$ cat config.mk
export PLATFORM = sky130hd
export DESIGN_NAME = heater_power_profile
export DESIGN_NICKNAME = d
export VERILOG_FILES = /design/src/rtl/hpp_pkg.sv /design/src/rtl/hpp_segment.sv /design/src/rtl/heater_power_profile.sv
export SDC_FILE = /design/constraint.sdc
export NUM_CORES = 1
export LEC_CHECK = 0
export CAP_MARGIN = 20
export CORE_ASPECT_RATIO = 0.6
export CORE_UTILIZATION = 50
export CTS_CLUSTER_DIAMETER = 30
export DETAILED_ROUTE_END_ITERATION = 16
export DONT_BUFFER_PORTS = 1
export GPL_TIMING_DRIVEN = 0
export HOLD_SLACK_MARGIN = 0.12
export MAX_ROUTING_LAYER = met4
export PLACE_DENSITY = 0.62
export SETUP_SLACK_MARGIN = 0.4
export SLEW_MARGIN = 10
export SYNTH_ARGS = -nofsm -noshare
export SYNTH_HDL_FRONTEND = slang
export SYNTH_SLANG_ARGS = --single-unit
$ cat constraint.sdc
create_clock -name clk -period 17.7 [get_ports clk]
set_input_delay 1.77 -clock clk [delete_from_list [all_inputs] [get_ports clk]]
set_output_delay 1.77 -clock clk [all_outputs]
set_load 0.01 [all_outputs]
$ cat src/rtl/hpp_pkg.sv
// hpp_pkg: shared types and constants of the heater power profile block
// widths, operation codes, segment limits and reciprocal constants
// no dependencies
package hpp_pkg;

    localparam int USER_W  = 12;
    localparam int MODE_W  = 2;
    localparam int TIME_W  = 12;
    localparam int RES_W   = 16;
    localparam int POWER_W = 16;
    localparam int CFG_W   = 16;
    localparam int IDX_W   = 2;
    localparam int SLOPE_W = 11;
    localparam int PROD_W  = USER_W + SLOPE_W;

    // configuration register indexes
    localparam logic [IDX_W-1:0] CFG_USER_POWER    = 2'd0;
    localparam logic [IDX_W-1:0] CFG_STRENGTH_MODE = 2'd1;
    localparam logic [IDX_W-1:0] CFG_AUTO_TAPER    = 2'd2;
    localparam logic [IDX_W-1:0] CFG_POWER_LIMIT   = 2'd3;

    // strength modes; the spare code behaves as soft
    localparam logic [MODE_W-1:0] MODE_SOFT   = 2'd0;
    localparam logic [MODE_W-1:0] MODE_NORMAL = 2'd1;
    localparam logic [MODE_W-1:0] MODE_HIGH   = 2'd2;
    localparam logic [MODE_W-1:0] MODE_SPARE  = 2'd3;

    // request kinds
    localparam logic FUNC_START = 1'b0;
    localparam logic FUNC_TICK  = 1'b1;

    // setpoint selection codes
    localparam logic [2:0] OP_HOLD  = 3'd0;
    localparam logic [2:0] OP_FIXED = 3'd1;
    localparam logic [2:0] OP_TAPER = 3'd2;
    localparam logic [2:0] OP_RAMP  = 3'd3;
    localparam logic [2:0] OP_START = 3'd4;

    // low-load test limits
    localparam logic [USER_W-1:0] LOW_USER_MAX = 12'd1000;
    localparam logic [RES_W-1:0]  LOW_RES_MAX  = 16'd800;

    // segment boundaries in 10 ms units
    localparam logic [TIME_W-1:0] T_TAPER_END   = 12'd300;
    localparam logic [TIME_W-1:0] T_TAPER_START = 12'd130;
    localparam logic [TIME_W-1:0] T_RAMP_END    = 12'd60;
    localparam logic [TIME_W-1:0] T_RAMP_START  = 12'd30;
    localparam logic [TIME_W-1:0] T_LOW_X10     = 12'd20;
    localparam logic [TIME_W-1:0] T_LOW_X14     = 12'd10;

    // slope bases of the taper and ramp segments
    localparam logic [TIME_W-1:0] TAPER_BASE = 12'd1960;
    localparam logic [TIME_W-1:0] RAMP_BASE  = 12'd540;

    // x/170 = (x * ceil(2^31/170)) >> 31, x/30 = (x * ceil(2^26/30)) >> 26
    localparam int RECIP_W     = 24;
    localparam int QPROD_W     = PROD_W + RECIP_W;
    localparam int TAPER_SHIFT = 31;
    localparam int RAMP_SHIFT  = 26;
    localparam logic [RECIP_W-1:0] TAPER_RECIP = 24'd12632257;
    localparam logic [RECIP_W-1:0] RAMP_RECIP  = 24'd2236963;

    typedef struct packed {
        logic [2:0]         op;
        logic [POWER_W-1:0] fixed;
        logic [POWER_W-1:0] cap;
        logic [PROD_W-1:0]  prod;
    } seg_t;

endpackage

$ cat src/rtl/hpp_segment.sv
// hpp_segment: picks the boost or the puff-time segment of one request
// and forms the user power products for the later divide stage
// depends on hpp_pkg
module hpp_segment (
    input  logic                        func,
    input  logic [hpp_pkg::TIME_W-1:0]  puff_time,
    input  logic [hpp_pkg::RES_W-1:0]   load_resistance,
    input  logic [hpp_pkg::POWER_W-1:0] cap_in,
    input  logic [hpp_pkg::USER_W-1:0]  user_power,
    input  logic [hpp_pkg::MODE_W-1:0]  strength_mode,
    input  logic                        auto_taper,
    output hpp_pkg::seg_t               seg
);
    import hpp_pkg::*;

    logic               low_load;
    logic [POWER_W-1:0] x8;
    logic [POWER_W-1:0] x10;
    logic [POWER_W-1:0] x14;
    logic [POWER_W-1:0] x16;
    logic [POWER_W-1:0] boost;
    logic [TIME_W-1:0]  taper_full;
    logic [TIME_W-1:0]  ramp_full;
    logic [SLOPE_W-1:0] slope;

    assign low_load = (user_power <= LOW_USER_MAX) && (load_resistance <= LOW_RES_MAX);

    // fixed multiples by shift and add, all below 2^16 for a 12-bit user power
    assign x8  = {1'b0, user_power, 3'b000};
    assign x16 = {user_power, 4'b0000};
    assign x10 = x8 + {3'b000, user_power, 1'b0};
    assign x14 = x16 - {3'b000, user_power, 1'b0};

    assign taper_full = TAPER_BASE - {puff_time[TIME_W-2:0], 1'b0};
    assign ramp_full  = RAMP_BASE - {puff_time[TIME_W-3:0], 2'b00};

    always_comb
    begin
        boost = x10;
        case (strength_mode)
            MODE_HIGH:   boost = x14;
            MODE_NORMAL: boost = low_load ? x16 : x14;
            default:     boost = x10;
        endcase
    end

    always_comb
    begin
        seg.op    = OP_HOLD;
        seg.fixed = x10;
        seg.cap   = cap_in;
        slope     = '0;
        if (func == FUNC_START)
        begin
            seg.op    = OP_START;
            seg.cap   = (boost < cap_in) ? boost : cap_in;
            seg.fixed = (strength_mode == MODE_SOFT || strength_mode == MODE_SPARE) ? x8 : boost;
        end
        else
        begin
            case (strength_mode)
                MODE_HIGH:
                begin
                    if (auto_taper && puff_time > T_TAPER_END)
                    begin
                        seg.op    = OP_FIXED;
                        seg.fixed = x8;
                    end
                    else if (auto_taper && puff_time > T_TAPER_START)
                    begin
                        seg.op = OP_TAPER;
                        slope  = taper_full[SLOPE_W-1:0];
                    end
                    else if (puff_time > T_RAMP_END)
                    begin
                        seg.op = OP_FIXED;
                    end
                    else if (puff_time > T_RAMP_START)
                    begin
                        seg.op = OP_RAMP;
                        slope  = ramp_full[SLOPE_W-1:0];
                    end
                end
                MODE_NORMAL:
                begin
                    if (auto_taper && puff_time >= T_TAPER_END)
                    begin
                        seg.op    = OP_FIXED;
                        seg.fixed = x8;
                    end
                    else if (auto_taper && puff_time >= T_TAPER_START)
                    begin
                        seg.op = OP_TAPER;
                        slope  = taper_full[SLOPE_W-1:0];
                    end
                    else if (low_load)
                    begin
                        if (puff_time >= T_LOW_X10)
                        begin
                            seg.op = OP_FIXED;
                        end
                        else if (puff_time >= T_LOW_X14)
                        begin
                            seg.op    = OP_FIXED;
                            seg.fixed = x14;
                        end
                    end
                    else if (puff_time >= T_RAMP_START)
                    begin
                        seg.op = OP_FIXED;
                    end
                end
                default:
                begin
                    if (auto_taper && puff_time > T_TAPER_END)
                    begin
                        seg.op    = OP_FIXED;
                        seg.fixed = x8;
                    end
                    else if (auto_taper && puff_time > T_TAPER_START)
                    begin
                        seg.op = OP_TAPER;
                        slope  = taper_full[SLOPE_W-1:0];
                    end
                    else if (puff_time >= T_RAMP_START)
                    begin
                        seg.op = OP_FIXED;
                    end
                end
            endcase
        end
        seg.prod = PROD_W'(user_power) * PROD_W'(slope);
    end

endmodule

$ cat src/rtl/heater_power_profile.sv
// heater_power_profile: top level of the heater power setpoint generator
// three-stage pipeline around hpp_segment with the reciprocal divide stage
// depends on hpp_pkg and hpp_segment
//
//   channel | handshake          | payload
//   --------+--------------------+---------------------------------------------
//   cfg     | cfg_we             | cfg_index, cfg_data
//   in      | in_valid, in_stall | func, puff_time, load_resistance, cap_in
//   out     | out_valid,out_stall| setpoint, power_cap
//
// one request enters per cycle while in_stall is low
// each result passes through the input register, the segment product register and the
// reciprocal multiply into the result register
// reset clears the valid flags, the held setpoint and loads register defaults
// a stalled result holds the pipe; in_stall rises only when all three stages are full
module heater_power_profile (
    input  logic                        clk,
    input  logic                        rst_n,
    input  logic                        cfg_we,
    input  logic [hpp_pkg::IDX_W-1:0]   cfg_index,
    input  logic [hpp_pkg::CFG_W-1:0]   cfg_data,
    input  logic                        in_valid,
    output logic                        in_stall,
    input  logic                        func,
    input  logic [hpp_pkg::TIME_W-1:0]  puff_time,
    input  logic [hpp_pkg::RES_W-1:0]   load_resistance,
    input  logic [hpp_pkg::POWER_W-1:0] cap_in,
    output logic                        out_valid,
    input  logic                        out_stall,
    output logic [hpp_pkg::POWER_W-1:0] setpoint,
    output logic [hpp_pkg::POWER_W-1:0] power_cap
);
    import hpp_pkg::*;

    // configuration registers
    logic [USER_W-1:0]  user_power_reg;
    logic [MODE_W-1:0]  strength_mode_reg;
    logic               auto_taper_reg;
    logic [POWER_W-1:0] power_limit_reg;

    // stage 1: request register
    logic               s1_valid_reg;
    logic               s1_func_reg;
    logic [TIME_W-1:0]  s1_time_reg;
    logic [RES_W-1:0]   s1_res_reg;
    logic [POWER_W-1:0] s1_cap_reg;

    // stage 2: segment choice and product
    logic               s2_valid_reg;
    seg_t               s2_seg_reg;
    seg_t               seg;

    // stage 3: result register and held setpoint
    logic               s3_valid_reg;
    logic [POWER_W-1:0] setpoint_reg;
    logic [POWER_W-1:0] power_cap_reg;
    logic [POWER_W-1:0] held_reg;
    logic [POWER_W-1:0] held_next;

    logic               ready1;
    logic               ready2;
    logic               ready3;

    logic [RECIP_W-1:0] recip_sel;
    logic [QPROD_W-1:0] qprod;
    logic [POWER_W-1:0] quotient;
    logic [POWER_W-1:0] tick_value;

    // each stage moves when the one after it is empty or moving
    assign ready3   = !s3_valid_reg || !out_stall;
    assign ready2   = !s2_valid_reg || ready3;
    assign ready1   = !s1_valid_reg || ready2;
    assign in_stall = !ready1;

    always_ff @(posedge clk or negedge rst_n)
    begin
        if (!rst_n)
        begin
            user_power_reg    <= 12'd50;
            strength_mode_reg <= MODE_NORMAL;
            auto_taper_reg    <= 1'b0;
            power_limit_reg   <= 16'd20000;
        end
        else if (cfg_we)
        begin
            unique case (cfg_index)
                CFG_USER_POWER:    user_power_reg    <= cfg_data[USER_W-1:0];
                CFG_STRENGTH_MODE: strength_mode_reg <= cfg_data[MODE_W-1:0];
                CFG_AUTO_TAPER:    auto_taper_reg    <= cfg_data[0];
                CFG_POWER_LIMIT:   power_limit_reg   <= cfg_data[POWER_W-1:0];
                default:           power_limit_reg   <= power_limit_reg;
            endcase
        end
    end

    // stage 1
    always_ff @(posedge clk or negedge rst_n)
    begin
        if (!rst_n)
        begin
            s1_valid_reg <= 1'b0;
        end
        else if (ready1)
        begin
            s1_valid_reg <= in_valid;
        end
    end

    always_ff @(posedge clk)
    begin
        if (ready1 && in_valid)
        begin
            s1_func_reg <= func;
            s1_time_reg <= puff_time;
            s1_res_reg  <= load_resistance;
            s1_cap_reg  <= cap_in;
        end
    end

    hpp_segment u_segment (
        .func            (s1_func_reg),
        .puff_time       (s1_time_reg),
        .load_resistance (s1_res_reg),
        .cap_in          (s1_cap_reg),
        .user_power      (user_power_reg),
        .strength_mode   (strength_mode_reg),
        .auto_taper      (auto_taper_reg),
        .seg             (seg)
    );

    // stage 2
    always_ff @(posedge clk or negedge rst_n)
    begin
        if (!rst_n)
        begin
            s2_valid_reg <= 1'b0;
        end
        else if (ready2)
        begin
            s2_valid_reg <= s1_valid_reg;
        end
    end

    always_ff @(posedge clk)
    begin
        if (ready2 && s1_valid_reg)
        begin
            s2_seg_reg <= seg;
        end
    end

    // divide by 170 or 30 through one shared reciprocal multiply
    assign recip_sel = (s2_seg_reg.op == OP_TAPER) ? TAPER_RECIP : RAMP_RECIP;
    assign qprod     = QPROD_W'(s2_seg_reg.prod) * QPROD_W'(recip_sel);
    assign quotient  = (s2_seg_reg.op == OP_TAPER)
                     ? qprod[TAPER_SHIFT +: POWER_W]
                     : qprod[RAMP_SHIFT +: POWER_W];

    always_comb
    begin
        tick_value = held_reg;
        unique case (s2_seg_reg.op)
            OP_FIXED: tick_value = s2_seg_reg.fixed;
            OP_TAPER: tick_value = quotient;
            OP_RAMP:  tick_value = quotient;
            default:  tick_value = held_reg;
        endcase
    end

    // ticks clamp at the limit, gaps included; start skips the clamp
    always_comb
    begin
        if (s2_seg_reg.op == OP_START)
        begin
            held_next = s2_seg_reg.fixed;
        end
        else if (tick_value > power_limit_reg)
        begin
            held_next = power_limit_reg;
        end
        else
        begin
            held_next = tick_value;
        end
    end

    // stage 3
    always_ff @(posedge clk or negedge rst_n)
    begin
        if (!rst_n)
        begin
            s3_valid_reg <= 1'b0;
            held_reg     <= '0;
        end
        else if (ready3)
        begin
            s3_valid_reg <= s2_valid_reg;
            if (s2_valid_reg)
            begin
                held_reg <= held_next;
            end
        end
    end

    always_ff @(posedge clk)
    begin
        if (ready3 && s2_valid_reg)
        begin
            setpoint_reg  <= held_next;
            power_cap_reg <= s2_seg_reg.cap;
        end
    end

    assign out_valid = s3_valid_reg;
    assign setpoint  = setpoint_reg;
    assign power_cap = power_cap_reg;

`ifndef SYNTHESIS
    // back-pressure only when every stage holds a request
    a_stall_full: assert property (@(posedge clk) disable iff (!rst_n)
        in_stall |-> (s1_valid_reg && s2_valid_reg && s3_valid_reg && out_stall))
        else $error("input stalled with an empty stage");

    // the shown result is always the held setpoint
    a_held_match: assert property (@(posedge clk) disable iff (!rst_n)
        s3_valid_reg |-> (setpoint_reg == held_reg))
        else $error("result setpoint differs from held setpoint");

    // a blocked request in stage 1 is not dropped
    a_s1_kept: assert property (@(posedge clk) disable iff (!rst_n)
        (s1_valid_reg && !ready2) |=> s1_valid_reg)
        else $error("stage 1 request lost while blocked");

    // a tick result never exceeds the limit
    a_tick_clamp: assert property (@(posedge clk) disable iff (!rst_n)
        (s2_valid_reg && s2_seg_reg.op != OP_START) |-> (held_next <= power_limit_reg))
        else $error("tick setpoint above power limit");
`endif

endmodule
==> summary.md, run 1 <==
| Metric | Value |
|---|---|
| Hold Startpoint | `s2_seg_reg[27]` |
| Outcome | `complete, no violations` |
| Largest family of logic cells by synthesized area | `adder cells` |
| Synth warn | `0` |
| Setup TNS Final | `0 ns` |
| CP required | `17.92 ns` |
| R2R depth | `42` |
| Die area | `47800 um^2` |
| Htree depth | `4` |
| Postcts setup bufs | `0` |
| Cell taking the most area after synthesis | `fa_1` |
| Pin count of the biggest net entering global routing | `57` |
| Vias in the first global route | `17800` |
| M1 WL | `39100 um` |
| Number of port buffers | `0` |
| Num Clock Sinks | `183` |
| Area share of fa/ha/maj cells after synthesis | `38.8%` |
| Register area share after synthesis | `22.4%` |
| First-pass GRT wire length | `112000 um` |
| Max_cap viols | `0` |
| ANT nets after route | `0` |
| Worst-Skew Late Latency | `0.47 ns` |
| WHS | `0.417 ns` |
| # setup viols final | `0` |
| Reg-to-Reg Start | `s2_seg_reg[56]` |
| Crit path DAT | `13.46 ns` |
| Io pins | `102` |
| Layout Skew | `0.0141 ns` |
| TritonCTS clock tree | `built` |
| Reg2Reg Setup Slack | `4.46 ns` |
| Min cycle time layout | `13.24 ns` |
| Post-Synthesis Cells | `2489` |
| Ys async rst share | `27.3%` |
| WL met3 | `7770 um` |
| Share of cells above drive strength 1 | `5.07%` |
| Area after DPL | `24400 um^2` |
| Design area | `25000 um^2` |
| Synth Area in XOR/XNOR | `2.20%` |
| Routed wire per std cell | `23.3 um` |
| RSZ-0062 raised after global routing | `no` |
| Simple-Gate Fraction of Synth Area | `13.3%` |
| Layout area overhead | `6.39%` |
| CTS max path bufs | `2` |
| Initial antenna violation count | `3` |
| Crit Path Class | `flip-flop to flip-flop` |
| Post_cts resized | `0` |
| Final Hold Viols | `0` |
| Max FO, Critical Path | `10` |
| Root Buffer | `clkbuf_16` |
| Syn Std Cell Area | `23500 um^2` |
| Most common library cells after synthesis | `441 x inv_1, 357 x ha_1, 232 x fa_1` |
| Number of DRC markers in iteration 0 | `1890` |
| Clk slew on worst S/H paths | `0.08 ns` |
| Remaining DRCs | `0` |
| Post-synth EDFFs | `133` |
| Slew Limit Fails | `0` |
| Final Cycle Share | `74.8%` |
| Netlist cell types | `85` |
| Max FFs per register | `56` |
| FF+latch count, synth | `183` |
| Via density | `5.83` |
| Largest incremental delay on the critical path | `0.66 ns` |
| Die Wd | `282 um` |
| Yosys top cell area share | `19.8%` |
| Least-Margin Pin Slew | `0.993 ns` |
| Via count | `18500` |
| Cts bufs inserted | `17` |
| Starting density of the core | `50.6%` |
| Core area | `46300 um^2` |
| Max layer used | `met4` |
| GRT Residual Overflow | `0` |
| Total length of routed wires | `73800 um` |
| Final core utilization | `53.9%` |
| HPWL Detailed | `63000 um` |
| Max stage delay cell, worst path | `nor2_1` |
| Post-synthesis mux area share | `2.83%` |
| GP Congestion | `1.03` |
| Synth area leaders | `fa_1 20%, ha_1 19%, edfxtp_1 17%` |
| Main synth FF type | `edfxtp_1` |
| End of the worst hold path | `power_cap[4]` |
| Most frequent cell after synthesis | `inv_1` |
| Drt pass-1 iters | `6` |
| Synth Area in Compound Gates | `11.8%` |
| Hold WC Path Type | `flip-flop to flip-flop` |
| Avg Inst Size Synth | `9.42 um^2` |
| Worst setup SP type | `flip-flop` |
| Nets | `3186` |
| Crit. End Element | `flip-flop` |
| Slew margin rel. | `33.2%` |
| DIE HEIGHT | `170 um` |
| Hold_buf cts | `0` |
| Critical Path Most Common Cell | `inv_1` |
| RR Endpoint | `setpoint[3]` |
| FMAX | `0.0755 GHz` |
| Tot GR Track Use | `32.6%` |
| Met2 wire length | `26400 um` |
| Worst hold path depth | `0` |
| Rows | `61` |
==> how the worst max path moves through the flow <==
| stage | slack (ns) | from | endpoint |
|---|---|---|---|
| 3_3_place_gp | 4.51 | s2_seg_reg[56] | setpoint[3] |
| 6_report | 4.46 | s2_seg_reg[56] | setpoint[3] |
| 3_5_place_dp | 4.55 | s2_seg_reg[56] | setpoint[3] |
| 2_1_floorplan | 7.42 | s2_seg_reg[56] | setpoint[3] |
| 5_1_grt | 3.94 | s2_seg_reg[56] | setpoint[3] |
| 4_1_cts | 4.45 | s2_seg_reg[56] | setpoint[3] |
==> cells in the final DEF, fill, tap and decap left out, types with 12 or more instances in the layout <==
cell,count
inv_1,441
ha_1,357
fa_1,232
nand2_1,217
nor2_1,136
edfxtp_1,133
a21oi_1,107
clkbuf_1,86
o21ai_0,85
xnor2_1,44
mux2_2,42
dfrtp_1,41
nor3_1,40
and2_1,38
nand3_1,36
nor2b_1,36
and3_1,34
a21o_1,32
a31oi_1,25
or2_2,20
o21a_1,18
mux2i_1,18
conb_1,17
clkbuf_16,17
nand4_1,15
a221oi_1,15
xor2_1,15
nand2b_1,15
or3_1,14
o31ai_1,12
==> routing by layer <==
layer,GRT usage [%],vias to the layer above
met5,-,-
met1,53.6,9210
met3,8.91,40
met4,4.23,0
met2,38.3,785
li1,-,8465
==> worst max-delay path: cells and delay by family, from the launching register on <==
kind	cells	cell delay (ns)
DFF	1	0.36
buffers and inverters	12	2.72
and+or+nand+nor	12	3.36
adders and majority gates	9	4.35
muxes	2	0.70
AOI/OAI and AO/OA	7	1.45
==> cell type report <==
class,instances,area [um^2]
diodes,3,7.51
plain buffers,93,359
clock buffers,21,460
clock inverters,11,110
fillers,4264,21400
inverters,443,1660
multi-input cells,1785,16200
flip-flops and latches,183,5260
well taps,630,788
repair buffers,6,71.3
==> kinds of logic after synthesis <==
kind of cell,count (synthesis)
multiplexers,61
AO/OA/AOI/OAI,418
XOR/XNOR,59
other,2
flip-flops,183
adder cells (fa/ha/maj),589
buffers and inverters,536
AND/OR/NAND/NOR,641
==> metrics by stage <==
stage                     cells  worst slack (ns)
after detailed placement   3139              4.55
after global routing       3174              3.94
after CTS                  3171              4.45
after global placement     3134              4.51
after floorplan            2504              7.42
final                      3175              4.46
Power of run 1 is left out: the tool's default activity adds up to more than one toggle a clock period on the data nets, which glitch-free logic cannot reach.
==> run 2: changes to the inputs <==
==> constraint.sdc (replaced) <==
create_clock -name clk -period 13.5 [get_ports clk]
set_input_delay 1.35 -clock clk [delete_from_list [all_inputs] [get_ports clk]]
set_output_delay 1.35 -clock clk [all_outputs]
set_load 0.01 [all_outputs]
==> summary.md, run 2 (same netlist as run 1, synthesis figures left out) <==
| Metric | Value |
|---|---|
| Io pins | `102` |
| Design area | `25000 um^2` |
| Rows | `61` |
| R2R depth | `41` |
| RSZ-0062 raised after global routing | `no` |
| DIE HEIGHT | `170 um` |
| Commonest non-fill, non-tap cell in the layout | `inv_1` |
| Starting density of the core | `50.6%` |
| TritonCTS clock tree | `built` |
| Initial antenna violation count | `3` |
| Die Wd | `282 um` |
| Kind of cell adding the most delay to the critical path | `adder cells` |
| Number of DRC markers in iteration 0 | `1869` |
| Tot GR Track Use | `32.6%` |
| Crit Path Class | `flip-flop to flip-flop` |
| FMAX | `0.0797 GHz` |
| Clk slew on worst S/H paths | `0.08 ns` |
| Max_cap viols | `0` |
| Max stage delay cell, worst path | `fa_1` |
| Final Hold Viols | `0` |
| Crit path depth | `41` |
| Final Cycle Share | `93.0%` |
| Num Clock Sinks | `183` |
| Nets | `3185` |
| CP required | `13.74 ns` |
| Max FO, Critical Path | `10` |
| Final non-filler cell total | `3174` |
| Crit path DAT | `12.79 ns` |
| Slew Limit Fails | `0` |
| First-pass GRT wire length | `112000 um` |
| Htree depth | `4` |
| Cts bufs inserted | `17` |
| Die area | `47800 um^2` |
| Critical Path Most Common Cell | `inv_1` |
| Routed wire per std cell | `23.2 um` |
| CP Buf/Inv Count | `11` |
| Postcts setup bufs | `0` |
| Least-Margin Pin Slew | `1.02 ns` |
| Slew margin rel. | `31.7%` |
| Remaining DRCs | `0` |
| Vias in the first global route | `17800` |
| Most frequent cells in the layout | `441 x inv_1, 357 x ha_1, 232 x fa_1, 217 x nand2_1, 135 x nor2_1` |
| Area after DPL | `24400 um^2` |
| Via count | `18500` |
| Largest incremental delay on the critical path | `0.59 ns` |
| HPWL Detailed | `63000 um` |
| Core area | `46300 um^2` |
| Worst hold path depth | `0` |
| ANT nets after route | `0` |
| Min cycle time layout | `12.55 ns` |
| Worst-Skew Late Latency | `0.46 ns` |
| Pin count of the biggest net entering global routing | `57` |
| GRT Residual Overflow | `0` |
| Share of cells above drive strength 1 | `5.16%` |
| Hold WC Path Type | `flip-flop to flip-flop` |
| GP Congestion | `1.03` |
| Placed Instances | `3139` |
| Number of port buffers | `0` |
| Layout area overhead | `6.44%` |
| Filler Cell Count | `4265` |
| Drt pass-1 iters | `8` |
| Layout Skew | `0.0131 ns` |
| # setup viols final | `0` |
| Worst setup SP type | `flip-flop` |
| Setup TNS Final | `0 ns` |
| Root Buffer | `clkbuf_16` |
| Via density | `5.82` |
| CTS max path bufs | `2` |
| Crit. End Element | `flip-flop` |
| Outcome | `complete, no violations` |
| Max FFs per register | `56` |
| Total length of routed wires | `73700 um` |
-- run 2: cell types whose count changed in the layout (fill, tap and decap cells not counted), sizes merged --
| cell | before | now |
|---|---|---|
| buf | 13 | 12 |
-- run 2: final cells by class --
class | count | area, um^2 | share of cell area [%]
clock inverters | 11 | 110 | 0.441
plain buffers | 93 | 362 | 1.45
diodes | 3 | 7.51 | 0.0301
inverters | 443 | 1660 | 6.66
multi-input cells | 1785 | 16300 | 65.1
repair buffers | 5 | 63.8 | 0.256
flip-flops and latches | 183 | 5260 | 21.1
well taps | 630 | 788 | 3.16
clock buffers | 21 | 460 | 1.84
-- run 2: metal layers --
layer  share of wire (%)  GRT usage, %  up-vias
li1                    -             -     8463
met1                  53          53.6     9225
met2                  36          38.3      760
met3                  11          8.91       36
met4                0.74          4.23        0
met5                   0             -        -
-- run 2: worst paths after layout --
| kind | from | endpoint | slack, ns |
|---|---|---|---|
| hold / removal | s2_seg_reg[27] | power_cap[4] | 0.42 |
| hold reg to reg | s2_seg_reg[27] | power_cap[4] | 0.42 |
| setup / recovery | s2_seg_reg[56] | setpoint[10] | 0.95 |
| setup reg to reg | s2_seg_reg[56] | setpoint[10] | 0.95 |
| max in group asynchronous | rst_n | power_limit_reg[10] | 12.71 |
| min in group asynchronous | rst_n | held_reg[3] | 0.58 |
-- run 2: stage by stage --
| stage | util, % | hold WS (ns) | setup WS [ns] |
|---|---|---|---|
| floorplan | - | 0.400 | 3.22 |
| global placement | 52.5 | 0.401 | 0.311 |
| detailed placement | 52.6 | 0.406 | 0.348 |
| CTS | 53.9 | 0.421 | 0.477 |
| global route | 53.9 | 0.430 | 0.463 |
| finish | 53.9 | 0.417 | 0.949 |
-- run 2: what timing repair did --
item,4_1_cts,5_1_grt
setup endpoints to repair,8,30
resized for setup,1,5
hold buffers,0,0
Power of run 2 is left out for the same reason.
